File: config.mk
export PLATFORM = sky130hd
export DESIGN_NAME = button_event_qualifier
export DESIGN_NICKNAME = d
export VERILOG_FILES = /design/src/rtl/bevq_pkg.sv /design/src/rtl/bevq_core.sv /design/src/rtl/button_event_qualifier.sv
export SDC_FILE = /design/constraint.sdc
export NUM_CORES = 1
export LEC_CHECK = 0
export BUFFER_PORTS_ARGS = -buffer_cell sky130_fd_sc_hd__clkbuf_2
export CORE_UTILIZATION = 35
export CTS_CLUSTER_SIZE = 25
export DETAILED_ROUTE_END_ITERATION = 8
export HOLD_SLACK_MARGIN = 0.1
export PLACE_DENSITY = 0.53
export SKIP_CTS_REPAIR_TIMING = 1
export SYNTH_ARGS = -nofsm -noshare
export SYNTH_HDL_FRONTEND = slang
export SYNTH_HIERARCHICAL = 1
export SYNTH_SLANG_ARGS = --single-unit
File: constraint.sdc
create_clock -name clk -period 27.1 [get_ports clk]
set_input_delay 1.355 -clock clk [delete_from_list [all_inputs] [get_ports clk]]
set_output_delay 1.355 -clock clk [all_outputs]
set_load 0.1 [all_outputs]
File: src/rtl/bevq_pkg.sv
// Shared types, constants and helpers for the button event qualifier.
package bevq_pkg;

	// Width of the free-running millisecond counter and all stored times
	localparam int TIME_W = 32;
	// Width used for comparisons against the 32-bit configuration values
	localparam int CMP_W = (TIME_W > 32) ? TIME_W : 32;

	// Configuration port
	localparam int CFG_IDX_W = 2;
	localparam int CFG_DATA_W = 32;
	localparam logic [CFG_IDX_W-1:0] CFG_DEBOUNCE = CFG_IDX_W'(0);
	localparam logic [CFG_IDX_W-1:0] CFG_CLICK_TIMEOUT = CFG_IDX_W'(1);

	// Reset values of the configuration registers
	localparam logic [15:0] DEBOUNCE_RST = 16'd50;
	localparam logic [31:0] CLICK_TIMEOUT_RST = 32'd500;

	localparam logic [7:0] CLICKS_MAX = 8'd255;

	typedef logic [TIME_W-1:0] time_t;

	typedef struct packed {
		logic [15:0] debounce_ms;
		logic [31:0] click_timeout_ms;
	} cfg_t;

	typedef struct packed {
		logic        press_event;
		logic        release_event;
		logic        toggle_state;
		logic [31:0] held_ms;
		logic [31:0] released_after_ms;
		logic [7:0]  click_count;
	} result_t;

	// Low 32 bits of a time value, zero-extended where the counter is narrower
	function automatic logic [31:0] low32(input time_t v);
		logic [CMP_W-1:0] wide;
		wide = CMP_W'(v);
		return wide[31:0];
	endfunction

	// Time value widened to the comparison width
	function automatic logic [CMP_W-1:0] widen(input time_t v);
		return CMP_W'(v);
	endfunction

endpackage

File: src/rtl/bevq_core.sv
// Qualifier state and the per-tick update: edges, lockouts, hold time, clicks.
module bevq_core (
	input  logic             clk,
	input  logic             arst_n,
	input  logic             step,
	input  logic             lvl,
	input  bevq_pkg::cfg_t   cfg,
	output bevq_pkg::result_t res
);
	import bevq_pkg::*;

	time_t      now_q;
	logic       last_level_q;
	time_t      press_acc_q;
	time_t      release_acc_q;
	logic       toggle_q;
	time_t      press_start_q;
	time_t      last_hold_q;
	logic [7:0] clicks_q;
	time_t      last_click_q;

	time_t      t;
	logic       fall;
	logic       rise;
	logic       pev;
	logic       rev;
	time_t      press_start_n;
	time_t      held;
	time_t      last_click_n;
	logic [7:0] clicks_inc;
	logic       timeout_hit;
	logic       toggle_n;

	// Tick update
	always_comb begin
		t    = now_q + time_t'(1);
		fall = last_level_q & ~lvl;
		rise = ~last_level_q & lvl;

		pev = fall && (widen(t - press_acc_q) > CMP_W'(cfg.debounce_ms));
		rev = rise && (widen(t - release_acc_q) > CMP_W'(cfg.debounce_ms));

		press_start_n = fall ? t : press_start_q;
		held          = lvl ? '0 : (t - press_start_n);

		toggle_n     = toggle_q ^ pev;
		last_click_n = pev ? t : last_click_q;
		clicks_inc   = (pev && clicks_q != CLICKS_MAX) ? clicks_q + 8'd1 : clicks_q;
		timeout_hit  = widen(t - last_click_n) >= CMP_W'(cfg.click_timeout_ms);

		res.press_event       = pev;
		res.release_event     = rev;
		res.toggle_state      = toggle_n;
		res.held_ms           = low32(held);
		res.released_after_ms = (held == '0 && last_hold_q != '0) ? low32(last_hold_q) : 32'd0;
		res.click_count       = timeout_hit ? clicks_inc : 8'd0;
	end

	// State registers, advanced once per accepted tick
	always_ff @(posedge clk or negedge arst_n) begin
		if (!arst_n) begin
			now_q         <= '0;
			last_level_q  <= 1'b1;
			press_acc_q   <= '0;
			release_acc_q <= '0;
			toggle_q      <= 1'b0;
			press_start_q <= '0;
			last_hold_q   <= '0;
			clicks_q      <= '0;
			last_click_q  <= '0;
		end else if (step) begin
			now_q         <= t;
			last_level_q  <= lvl;
			if (pev) press_acc_q <= t;
			if (rev) release_acc_q <= t;
			toggle_q      <= toggle_n;
			press_start_q <= press_start_n;
			last_hold_q   <= held;
			clicks_q      <= timeout_hit ? 8'd0 : clicks_inc;
			last_click_q  <= last_click_n;
		end
	end

endmodule

File: src/rtl/button_event_qualifier.sv
// Top level: input register, configuration registers, qualifier core, result register.
//
// Usage: one request on the input channel per millisecond tick, carrying the
// sampled active-low pin level (0 pressed, 1 released). Every request gives
// exactly one result request with press/release events, toggle bit, held
// time, hold time on release and the click count once the click timeout ends.
// Configuration: cfg_we with cfg_index 0 writes debounce_ms (low 16 bits of
// cfg_data), index 1 writes click_timeout_ms; other indexes are ignored. Write
// only while no request is in flight.
// Data path: an accepted request is registered in the input register, processed by the
// core and loaded into the result register when that is free, which raises out_valid.
// Throughput: one request per cycle while out_ready is high; the input register and the
// result register form a two-stage pipeline, and the core updates its state once per
// tick.
// Reset: the millisecond counter and all stored times clear, the last level
// reads released, debounce_ms is 50 and click_timeout_ms is 500.
// Stall: while out_ready is low the result holds; one further request is taken
// into the input register, after which in_ready drops until the result goes.
module button_event_qualifier (
	input  logic                                clk,
	input  logic                                arst_n,
	input  logic                                in_valid,
	output logic                                in_ready,
	input  logic                                pin_level,
	output logic                                out_valid,
	input  logic                                out_ready,
	output logic                                press_event,
	output logic                                release_event,
	output logic                                toggle_state,
	output logic [31:0]                         held_ms,
	output logic [31:0]                         released_after_ms,
	output logic [7:0]                          click_count,
	input  logic                                cfg_we,
	input  logic [bevq_pkg::CFG_IDX_W-1:0]      cfg_index,
	input  logic [bevq_pkg::CFG_DATA_W-1:0]     cfg_data
);
	import bevq_pkg::*;

	cfg_t    cfg_q;
	logic    v_s1;
	logic    lvl_s1;
	logic    v_s2;
	result_t res_s2;
	result_t res_core;
	logic    advance;

	// Configuration registers
	always_ff @(posedge clk or negedge arst_n) begin
		if (!arst_n) begin
			cfg_q.debounce_ms      <= DEBOUNCE_RST;
			cfg_q.click_timeout_ms <= CLICK_TIMEOUT_RST;
		end else if (cfg_we) begin
			unique case (cfg_index)
				CFG_DEBOUNCE:      cfg_q.debounce_ms <= cfg_data[15:0];
				CFG_CLICK_TIMEOUT: cfg_q.click_timeout_ms <= cfg_data[31:0];
				default: ;
			endcase
		end
	end

	// Handshake: stage 1 moves into the result register when that is free
	assign advance  = v_s1 && (!v_s2 || out_ready);
	assign in_ready = !v_s1 || advance;

	// Input register
	always_ff @(posedge clk or negedge arst_n) begin
		if (!arst_n) begin
			v_s1 <= 1'b0;
		end else if (in_ready) begin
			v_s1 <= in_valid;
		end
	end

	always_ff @(posedge clk) begin
		if (in_valid && in_ready) lvl_s1 <= pin_level;
	end

	bevq_core u_core (
		.clk    (clk),
		.arst_n (arst_n),
		.step   (advance),
		.lvl    (lvl_s1),
		.cfg    (cfg_q),
		.res    (res_core)
	);

	// Result register
	always_ff @(posedge clk or negedge arst_n) begin
		if (!arst_n) begin
			v_s2 <= 1'b0;
		end else if (advance) begin
			v_s2 <= 1'b1;
		end else if (out_ready) begin
			v_s2 <= 1'b0;
		end
	end

	always_ff @(posedge clk) begin
		if (advance) res_s2 <= res_core;
	end

	assign out_valid         = v_s2;
	assign press_event       = res_s2.press_event;
	assign release_event     = res_s2.release_event;
	assign toggle_state      = res_s2.toggle_state;
	assign held_ms           = res_s2.held_ms;
	assign released_after_ms = res_s2.released_after_ms;
	assign click_count       = res_s2.click_count;

endmodule
# ---- Word level (Yosys, flattened, before mapping)
# Index checks and enable logic that the tools add are counted.
dict set report totals {
  output_inout_bits 77
  register_bits 328
  in_bits 40
}
dict set report op_classes {
  n_lt_le_gt_ge 3
  n_eq_ne 2
  mux 7
  bitwise 5
  n_reduce_logical 18
  add_sub_neg 6
}
# operator count
set op_table {}
lappend op_table {{$sub 32x32->32} 4}
lappend op_table {{$mux 32} 3}
lappend op_table {{$gt 32x16->1} 2}
lappend op_table {{$add 32x1->32 const B} 1}
lappend op_table {{$ge 32x32->1} 1}
lappend op_table {{$logic_not 32->1} 1}
lappend op_table {{$reduce_bool 32->1} 1}
lappend op_table {{$mux 8} 2}
lappend op_table {{$add 8x1->8 const B} 1}
lappend op_table {{$ne 8x8->1 const B} 1}
lappend op_table {{$reduce_and 2->1} 4}
lappend op_table {{$logic_and 1x1->1} 6}
lappend op_table {{$and 1x1->1} 2}
lappend op_table {{$eq 2x1->1 const B} 1}
lappend op_table {{$logic_not 1->1} 2}
lappend op_table {{$logic_not 2->1} 1}
lappend op_table {{$logic_or 1x1->1} 2}
lappend op_table {{$mux 1} 2}
lappend op_table {{$not 1->1} 2}
lappend op_table {{$reduce_bool 2->1} 1}
lappend op_table {{$xor 1x1->1} 1}

# ---- Depth between registers and ports, before layout
dict set report logic_depth {
  depth_word 8
  mapped_depth 50
}

# ---- Hierarchy
# Netlist, hierarchy kept.
# mod area_per_inst_um2 instances cells_each seq_area_each_um2
set modules_own_cells {}
lappend modules_own_cells {bevq_core 18615.4 1 2125 5056.1}
lappend modules_own_cells {button_event_qualifier 4206.5 1 186 3544.6}

# ---- Least setup slack after synthesis
# OpenSTA, ideal clock, no wires.
dict set report synth_timing {
  path_type {register -> register}
  startpoint {reg u_core.now_q[0]}
  endpoint {reg u_core.clicks_q[7]}
  required_ps 26974
  t_arrival_ps 10022
  path_stages_with_launch 48
  setup_slack_ps 16952
  path_cell_list {dfrtp_1 ha_1 nand3_1 nor4_1 nand3_1 xnor2_1 ha_1 clkbuf_1 nand2_1 or3_1 a211oi_1 nor3_1 xnor2_1 ha_1 nand4_1 nor2_1 and4_1 a2111oi_0 (+12 left out) o22ai_1 a211oi_1 o21a_1 nand4_1 a31oi_1 a31oi_1 o21ai_0 a21oi_1 xnor2_1 ha_1 nand4_1 or2_2 nor4_1 o2111a_1 a21oi_1 and2_1 nor4b_1 a311o_1}
}
dict set report synth_via {
  elab_chain_len 8
  word_cells_on_any_way 10
}
# item line
set synth_lines {}
lappend synth_lines {{from (decl)} bevq_core.sv:12} ;# time_t now_q;
lappend synth_lines {{from (signal assigned)} bevq_core.sv:72} ;# now_q <= t;
lappend synth_lines {{$add 32x1->32 *} bevq_core.sv:36} ;# t = now_q + time_t'(1);
lappend synth_lines {{named net u_core.t[14]} bevq_core.sv:22} ;# time_t t;
lappend synth_lines {{$sub 32x32->32} bevq_core.sv:40} ;# pev = fall && (widen(t - press_acc_q) > CMP_W'(cfg.debounce_ms));
lappend synth_lines {{$gt 32x16->1} bevq_core.sv:40}
lappend synth_lines {{$logic_and 1x1->1} bevq_core.sv:40}
lappend synth_lines {{$mux 32} bevq_core.sv:47} ;# last_click_n = pev ? t : last_click_q;
lappend synth_lines {{$sub 32x32->32} bevq_core.sv:49} ;# timeout_hit = widen(t - last_click_n) >= CMP_W'(cfg.click_timeout_ms);
lappend synth_lines {{$ge 32x32->1} bevq_core.sv:49}
lappend synth_lines {{$mux 8 *} bevq_core.sv:79} ;# clicks_q <= timeout_hit ? 8'd0 : clicks_inc;
lappend synth_lines {{to (signal assigned)} bevq_core.sv:79}
lappend synth_lines {{to (decl)} bevq_core.sv:19} ;# logic [7:0] clicks_q;
# The timed path passes the listed nets; every way through them passes the cells marked *.
# A chain may end at the register's enable or synchronous reset.

==> results.toml <==
[setup_path]
cpMostUsedCell = "ha_1"
cp.arrival_ps = 13630
crit_slowest_cell = "a31o_2"
crit_path_max_fanout = 42
crit_path_end_kind = "register"
max_stage_delay_ps = 660
critPathLaunchType = "register"
cp_top_family = "compound AO/OA/AOI/OAI gates"
critPathBufInv = 3
required_ps = 27550
critPathKind = "reg -> reg"

[logic_synthesis]
synth_area_leaders = "dfrtp_1, ha_1, edfxtp_1"
synthFlopType = "dfrtp_1"
syn-cell-area_mm2 = 0.0228
synth.distinct_cells = 92
syn_inst = 2311
ys.warnings.count = 6
synth.avg_cell_area_um2 = 9.88
synth_top_area_cell = "dfrtp_1"
synth_edf_count = 76
yosysTopAreaCellShare_pct = 26.5
async_flop_share_pct = 76.8
synth_nets = 2545
ys_seq_area_share_pct = 37.7
ys_seq_elements = 328

[routing]
vias_per_cell = 5.21
vias = 17300
drtIter0Drc = 1075
drcViolationCount = 0
antenna_left = 0
wl_per_cell_um = 17.4
drt_first_pass_iters = 5
wirelength_um = 57600

[pwr]
leakage_nw = 12.1
vdd_ir_drop_max_uv = 53.7
cellPowerDensity_mw_per_mm2 = 125

[finish]
syn2layout_area_growth_pct = 12.5
stdcell_area_mm2 = 0.0257
diodes = 0
fillers = 6419
drive_gt1_share_pct = 15.9
num-nets-final = 2659

[die]
rows = 93
die_area_mm2 = 0.0662
initial_core_util_pct = 35.4
pin_count = 117
die_y_um = 257
core_area_mm2 = 0.0645
chipWidth_um = 257

[clock_network]
clkLatencyLatePin_ps = 580
cts_root_buf = "clkbuf_16"
cts_tree = "done"
clk_path_buf_depth = 3
cts_buffers = 41
clk_pin_slew_ps = 60
clkSinkCount = 328
cts-htree-levels = 2

[grt]
grt_start_max_net_pins = 75
grt_use_total_pct = 17.4
antenna_found_initial = 1
grt_pass1_wl_um = 93600
grt.overflow.total = 0
grt_pass1_vias = 17100

[timing]
report.final.setup_viol = 0
hold_violations = 0
fin_crit_ps = 13180
rsz0062_at_grt = "false"
worst_slew_pin_slew_ps = 1210
min_period_over_period_pct = 48.6
final.setup.tns_ps = 0
fin_skew_ps = 21.9
slew_viol_final = 0
fmax_mhz = 75.9
slew_headroom_pct = 19.2

[min_path]
hp-class = "reg -> reg"

[flow_run]
drv_cap = 0

[outcome]
status = "complete, no violations"

[place]
dp_hpwl_um = 44000
placed_cell_area_mm2 = 0.0243
portBuffers = 116
gp_congestion = 0.911
[worst reg2reg max path: cells and delay by family (launching register included)]
family,cells,cell delay [ps]
AND/OR/NAND/NOR,16,3940
buffers and inverters,3,1020
flip-flops,1,590
multiplexers,1,270
AO/OA/AOI/OAI,18,5300
XOR/XNOR,3,590
adder cells (fa/ha/maj),4,1310
[registers in the layout (all words and copies together), names as in the netlist]
signal,count
cfg_q,48
held_ms,32
released_after_ms,32
u_core/last_click_q,32
u_core/last_hold_q,32
u_core/now_q,32
u_core/press_acc_q,32
u_core/press_start_q,32
u_core/release_acc_q,32
click_count,8
u_core/clicks_q,8
lvl_s1,1
out_valid,1
press_event,1
release_event,1
toggle_state,1
u_core/last_level_q,1
u_core/toggle_q,1
v_s1,1
[cell usage after synthesis (22+ instances only)]
master	instances
a21o_1	91
a21oi_1	121
and3_1	22
clkbuf_1	51
dfrtp_1	242
edfxtp_1	76
ha_1	190
inv_1	183
mux2_1	43
mux2_2	102
mux2i_1	72
nand2_1	172
nand2b_1	27
nand3_1	48
nand4_1	33
nor2_1	120
nor2b_1	31
nor3_1	32
nor4b_2	28
o21a_1	22
o21ai_0	129
xnor2_1	102
xor2_1	39
[layer usage]
layer	GRT usage [%]	share of wire [%]
met3	2.40	3.6
met1	23.9	47
met4	5.23	2.7
met5	0	0.023
met2	28.4	46
[per-stage QoR]
step / hold slack (ps) / worst slack (ps) / instances / total power [mW] / util, %
4_1_cts: 486 / 14050 / 3313 / 3.23 / 39.8
5_1_grt: 505 / 12770 / 3313 / 3.49 / 39.8
2_1_floorplan: 449 / 16950 / 2311 / 2.18 / -
3_3_place_gp: 469 / 14670 / 3237 / 2.61 / 37.7
6_report: 483 / 13920 / 3313 / 3.21 / 39.8
3_5_place_dp: 474 / 14170 / 3237 / 2.65 / 37.7
[logic make-up after synthesis]
family | Yosys count | share of synthesized area (%)
AOI/OAI and AO/OA | 535 | 15.3
xor gates and xnor gates | 141 | 5.41
adders and majority gates | 194 | 10.8
buffers and inverters | 273 | 5.23
DFF | 328 | 37.7
muxes | 217 | 10.3
and+or+nand+nor | 623 | 15.3
[cell usage in the layout, fill, tap and decap left out, types with 12 or more instances in the layout]
cell       netlist  routed
a21o_1          91      91
xnor2_1        102     102
a21oi_1        121     121
buf_4           11      43
clkbuf_16        0      43
mux2_2         102     102
edfxtp_1        76      76
a211oi_1        17      17
o21bai_1        17      17
mux2i_1         72      72
nor4_1          14      14
or3_1           15      15
nand2_1        172     172
nand4_1         33      33
nor2b_1         31      31
mux2_1          43      43
ha_1           190     190
and3_1          22      22
nand3_1         48      48
a31oi_1         16      16
clkbuf_2         0     115
nor3_1          32      32
nor2_1         120     119
inv_1          183     183
o21a_1          22      22
xor2_1          39      39
and2_1          20      19
dfrtp_1        242     242
o21ai_0        129     129
nor4b_2         28      28
nand2b_1        27      27
o31a_1          12      12
[path summary, 6_finish.rpt]
| path | from | to | slack [ps] | cells after the start |
|---|---|---|---|---|
| hold / removal | u_core/now_q[31] | u_core/now_q[31] | 480 | 1 |
| max in group asynchronous | arst_n | u_core/clicks_q[2] | 24260 | 3 |
| hold reg to reg | u_core/now_q[31] | u_core/now_q[31] | 480 | 1 |
| min in group asynchronous | arst_n | u_core/press_start_q[27] | 780 | 1 |
| setup / recovery | u_core/now_q[0] | u_core/clicks_q[4] | 13920 | 45 |
| setup reg to reg | u_core/now_q[0] | u_core/clicks_q[4] | 13920 | 45 |
[power by group]
part | switching (mW) | leakage [nW] | total, mW | internal (mW)
clock network | 0.231 | 0.671 | 0.552 | 0.321
registers | 0.0546 | 3.99 | 0.669 | 0.615
logic | 1.16 | 7.48 | 1.99 | 0.821
total | 1.45 | 12.1 | 3.21 | 1.76
[cell type report]
| cell class | instances | area [um^2] | share of cell area [%] |
|---|---|---|---|
| flip-flops and latches | 328 | 8600 | 33.5 |
| multi-input cells | 1710 | 13000 | 50.8 |
| inverters | 185 | 694 | 2.70 |
| well taps | 855 | 1070 | 4.17 |
| repair buffers | 159 | 913 | 3.56 |
| clock buffers | 60 | 1200 | 4.67 |
| clock inverters | 16 | 155 | 0.604 |
Note: power is estimated with default switching activity, not from simulation.
